===== config.mk =====
export PLATFORM = sky130hd
export DESIGN_NAME = stsr_div
export DESIGN_NICKNAME = d
export VERILOG_FILES = /design/src/design/stsr_pkg.sv /design/src/design/stsr_div.sv
export SDC_FILE = /design/constraint.sdc
export NUM_CORES = 1
export LEC_CHECK = 0
export ABC_AREA = 1
export BUFFER_PORTS_ARGS = -buffer_cell sky130_fd_sc_hd__buf_2
export CORE_UTILIZATION = 35
export DETAILED_ROUTE_END_ITERATION = 7
export PLACE_DENSITY = 0.68
export SLEW_MARGIN = 20
export SYNTH_ARGS = -nofsm -noshare
export SYNTH_HDL_FRONTEND = slang
export SYNTH_SLANG_ARGS = --single-unit

===== constraint.sdc =====
create_clock -name clk -period 4.3 [get_ports clk]
set_input_delay 0.86 -clock clk [delete_from_list [all_inputs] [get_ports clk]]
set_output_delay 0.86 -clock clk [all_outputs]
set_load 0.01 [all_outputs]

===== src/design/stsr_pkg.sv =====
// shared types and constants for the stepped track range stats core
`default_nettype none
package stsr_pkg;

    localparam int POS_W   = 32;
    localparam int VAL_W   = 32;
    localparam int AREA_W  = 64;
    localparam int MAX_W   = 31;
    localparam int STEP_W  = 16;
    localparam int DVD_W   = 64;
    localparam int DVS_W   = 33;

    localparam int TABLE_DEPTH = 4096;
    localparam int ENTRY_W     = $clog2(TABLE_DEPTH + 1);

    typedef logic [1:0] req_code_t;
    typedef logic [1:0] status_t;

    localparam req_code_t REQ_NEW   = 2'd0;
    localparam req_code_t REQ_LOAD  = 2'd1;
    localparam req_code_t REQ_QUERY = 2'd2;

    localparam status_t ST_OK     = 2'd0;
    localparam status_t ST_FULL   = 2'd1;
    localparam status_t ST_RANGE  = 2'd2;
    localparam status_t ST_EMPTY  = 2'd3;

    typedef struct packed {
        logic start;
    } div_ctrl_t;

    typedef struct packed {
        logic busy;
        logic done;
    } div_stat_t;

endpackage
`default_nettype wire


===== src/design/stsr_div.sv =====
// serial restoring divider, one quotient bit per cycle
`default_nettype none
module stsr_div (
    input  wire logic                       clk,
    input  wire logic                       rst_n,
    input  wire stsr_pkg::div_ctrl_t        ctrl,
    input  wire logic [stsr_pkg::DVD_W-1:0] dividend,
    input  wire logic [stsr_pkg::DVS_W-1:0] divisor,
    output stsr_pkg::div_stat_t             stat,
    output logic [stsr_pkg::DVD_W-1:0]      quotient,
    output logic [stsr_pkg::DVS_W-1:0]      remainder
);
    import stsr_pkg::*;

    localparam int CNT_W = $clog2(DVD_W + 1);

    logic               busy_reg;
    logic               done_reg;
    logic [CNT_W-1:0]   cnt_reg;
    logic [DVS_W:0]     rem_reg;
    logic [DVD_W-1:0]   quo_reg;
    logic [DVS_W-1:0]   dvs_reg;
    logic [DVS_W:0]     shifted;
    logic [DVS_W:0]     diff;

    assign shifted = {rem_reg[DVS_W-1:0], quo_reg[DVD_W-1]};
    assign diff    = shifted - {1'b0, dvs_reg};

    always_ff @(posedge clk or negedge rst_n)
    begin
        if (!rst_n)
        begin
            busy_reg <= 1'b0;
            done_reg <= 1'b0;
            cnt_reg  <= '0;
        end
        else
        begin
            done_reg <= 1'b0;
            if (ctrl.start)
            begin
                busy_reg <= 1'b1;
                cnt_reg  <= CNT_W'(DVD_W);
            end
            else if (busy_reg)
            begin
                cnt_reg <= cnt_reg - 1'b1;
                if (cnt_reg == CNT_W'(1))
                begin
                    busy_reg <= 1'b0;
                    done_reg <= 1'b1;
                end
            end
        end
    end

    always_ff @(posedge clk)
    begin
        if (ctrl.start)
        begin
            quo_reg <= dividend;
            rem_reg <= '0;
            dvs_reg <= divisor;
        end
        else if (busy_reg)
        begin
            if (!diff[DVS_W])
            begin
                rem_reg <= diff;
                quo_reg <= {quo_reg[DVD_W-2:0], 1'b1};
            end
            else
            begin
                rem_reg <= shifted;
                quo_reg <= {quo_reg[DVD_W-2:0], 1'b0};
            end
        end
    end

    assign stat.busy = busy_reg;
    assign stat.done = done_reg;
    assign quotient  = quo_reg;
    assign remainder = rem_reg[DVS_W-1:0];

endmodule
`default_nettype wire


==> qor_table.md <==
| Metric | Value |
|---|---|
| Cells after Synth | 1208 |
| Number of endpoints with negative hold slack in the final report | 0 |
| Max-cap violations | 0 |
| Worst-margin pin slew | 1.00 ns |
| Critical setup path kind | reg -> reg |
| Post-synthesis register bit count | 139 |
| Top delay family on crit path | simple AND/OR/NAND/NOR gates |
| Worst clock skew | 0.0112 ns |
| Layout-stage area growth over the synthesis result | 21.5% |
| Total global routing track utilization | 19.7% |
| Maximum net fanout on the critical path | 22 |
| Non-filler instance count after layout | 1733 |
| Ranking of synthesized cells by area | sky130_fd_sc_hd__edfxtp_1 (34%), sky130_fd_sc_hd__nand2_1 (24%), sky130_fd_sc_hd__inv_1 (9.2%), sky130_fd_sc_hd__dfxtp_1 (7.7%), sky130_fd_sc_hd__nand3_1 (5.8%) |
| Fill cell count | 2485 |
| Post-Route Hold Slack | 0.284 ns |
| Classification of the worst-slack hold path | in -> async |
| Drt initial violations | 351 |
| Switching part of the total | 39.0% |
| Standard cell core area | 23800 um^2 |
| Register area share after synthesis | 44.3% |
| RSZ-0062 raised after global routing | no |
| Proportion of power drawn by combinational gates | 36.1% |
| Fraction of final layout cells with drive strength greater than 1 | 18.2% |
| Number of hold-repair buffers added at the cts stage | 0 |
| Maximum root-to-sink buffer count | 2 |
| Routed WL | 24000 um |
| Ordered cell list for the critical path | ha_1, nand2_1, inv_1, nand2_1, nand2_1, nand2_1, nand3_2, nand2_1, nand2_2, nand2_2, nand3_2, nand2_2, nand2_1, nand3_1, nand2_1 |
| Cell area after synthesis | 8570 um^2 |
| Endpoint type of the worst setup path | flip-flop |
| Slack of the worst reg-to-reg path | 1.33 ns |
| Number of H-tree levels | 4 |
| Number of synthesis warnings | 0 |
| Top Ports | 199 |
| Total count of max-transition violations in the final report | 0 |
| Area after detailed placement | 9860 um^2 |
| Worst slack after detailed placement | 1.39 ns |
| Aggregate global routing overflow | 0 |
| Root Buffer | sky130_fd_sc_hd__clkbuf_16 |
| Cell at the slowest stage of the critical path | sky130_fd_sc_hd__nand2_2 |
| Average footprint of a synthesized cell | 7.10 um^2 |
| Average wire per cell in the routed design | 13.9 um |
| Startpoint kind of the worst setup timing path | flip-flop |
| Static leakage | 5.90 nW |
| Total clock buffers created by CTS | 17 |
| Cell seen most often among critical-path stages | sky130_fd_sc_hd__nand2_1 |
| Vias post-DR | 7924 |
| Cts repair resizes | 0 |
| Clock latency of the later-clocked register in the worst-skew pair | 0.43 ns |
| Final core occ | 43.8% |
| Largest vdd supply drop | 230 uV |
| Clock tree from TritonCTS | built |
| Via count of the first global-routing pass | 7593 |
| Placed cells | 1699 |
| Slew Limit Headroom | 33.2% |
| Layout Nets | 1535 |
| Vertical extent of the die | 158 um |
| CTS sink count | 139 |
| Largest area contributor in the netlist | sky130_fd_sc_hd__edfxtp_1 |
| Worst Slack Setup Final | 1.33 ns |
| Largest register FFs | 64 |
| Post-layout min period | 2.97 ns |
| Area of the die | 25100 um^2 |
| Initial DRT Pass Iterations | 5 |
| HPWL after detailed placement | 18500 um |
| Overall die width | 158 um |
| Remaining DRCs | 0 |
| Critical path's largest stage delay | 0.62 ns |
| Number of distinct library cells after synthesis | 36 |
| Std-Cell Rows | 56 |
| Count of antenna-violating nets left after detailed routing | 0 |
| Total design power | 4.99 mW |
| P per Cell Area | 479 nW/um^2 |
| Internal | 3.05 mW |
| Count of input and output buffers | 198 |
| Number of buffers and inverters on the critical path | 1 |
| Starting utilization of the core area | 36.1% |
| Antenna violations before repair | 1 |
| Net switching power | 1.95 mW |
| Final weighted congestion in routability-driven placement | 0.962 |
| CTS clock-pin slew for the worst setup and hold paths | 0.06 ns |
| Max Clock Freq | 337 MHz |
| Total negative setup slack | 0 ns |
| Setup violators final | 0 |
| Run status | finished, final reports clean |
| Mean number of vias per cell | 4.57 |
| Portion of synthesized cell area occupied by the leading cell type | 34.0% |
| Maximum number of pins on one net before global-route repair | 73 |
| Global-route wire length before repair | 38100 um |
| Final Cycle Share | 69.0% |
| Synthesized netlist net count | 1344 |
| Part of the power in registers | 35.7% |
| Critical Path RT | 4.61 ns |
| Cell area after layout | 10400 um^2 |
| Clk network pwr share | 28.1% |
| Critical path arrival | 3.28 ns |
| Number of post-CTS setup repair buffers | 0 |
==> routing by layer <==
metal	global-route usage [%]	vias up	part of all wire, %
met5	0	-	0
met4	4.30	0	1.2
met3	5.61	19	7.0
met2	33.4	270	47
met1	24.8	3543	45
li1	-	4092	-
==> area by class of cell <==
type	instances	area [um^2]	share of cell area [%]
well taps	319	399	3.83
inverters	214	803	7.71
clock buffers	17	425	4.08
repair buffers	204	1050	10.1
flip-flops and latches	139	3800	36.5
clock inverters	15	126	1.21
diodes	2	5.00	0.0481
multi-input cells	823	3810	36.5
==> cell usage in the layout, fill, tap and decap left out, types with 6 or more instances in the layout <==
cell / count
sky130_fd_sc_hd__nand2_1: 545
sky130_fd_sc_hd__inv_1: 209
sky130_fd_sc_hd__buf_2: 197
sky130_fd_sc_hd__nand3_1: 99
sky130_fd_sc_hd__edfxtp_1: 97
sky130_fd_sc_hd__nor2_1: 50
sky130_fd_sc_hd__ha_1: 35
sky130_fd_sc_hd__dfxtp_1: 33
sky130_fd_sc_hd__a21oi_1: 21
sky130_fd_sc_hd__clkbuf_16: 17
sky130_fd_sc_hd__xnor2_1: 12
sky130_fd_sc_hd__nand4_1: 10
sky130_fd_sc_hd__dfrtp_1: 9
sky130_fd_sc_hd__o21ai_0: 8
sky130_fd_sc_hd__nor3_1: 6
sky130_fd_sc_hd__inv_6: 6
sky130_fd_sc_hd__buf_4: 6
==> cells by family (layout without fill, tap and decap cells) <==
logic type / count (synthesis) / in the layout / synth area share [%]
buffers and inverters: 246 / 450 / 11.3
adder cells (fa/ha/maj): 36 / 36 / 5.34
flip-flops: 139 / 139 / 44.3
AO/OA/AOI/OAI: 36 / 36 / 2.28
XOR/XNOR: 16 / 16 / 1.63
other: 0 / 2 / 0
AND/OR/NAND/NOR: 735 / 735 / 35.1
==> final timing paths <==
kind | from | to | cells past startpoint
max reg2reg | rem_reg[2] | rem_reg[11] | 15
min in group clk | rem_reg[28] | rem_reg[28] | 2
min reg2reg | rem_reg[28] | rem_reg[28] | 2
max in group asynchronous | rst_n | cnt_reg[3] | 1
max | rem_reg[2] | rem_reg[11] | 15
min | rst_n | done_reg | 1
==> cell usage after synthesis (all sizes together) <==
master	number
a21o	1
a21oi	22
and2	3
and3	1
buf	14
clkbuf	18
clkinv	1
dfrtp	9
dfxtp	33
edfxtp	97
fa	1
ha	35
inv	213
nand2	552
nand3	102
nand3b	3
nand4	10
nor2	55
nor3	6
nor4	1
o21ai	9
o21bai	3
o22ai	1
or2	2
xnor2	12
xor2	4
==> power by group through the flow <==
| stage | combinational (mW) | sequential (mW) | clock [mW] |
|---|---|---|---|
| 2_1_floorplan | 1.23 | 1.86 | 0 |
| 3_3_place_gp | 1.79 | 1.80 | 0 |
| 3_5_place_dp | 1.81 | 1.81 | 0 |
| 4_1_cts | 1.81 | 1.79 | 1.44 |
| 5_1_grt | 2.05 | 1.81 | 1.48 |
| 6_report | 1.80 | 1.78 | 1.41 |
No activity file was read; power rests on OpenSTA's default activity.
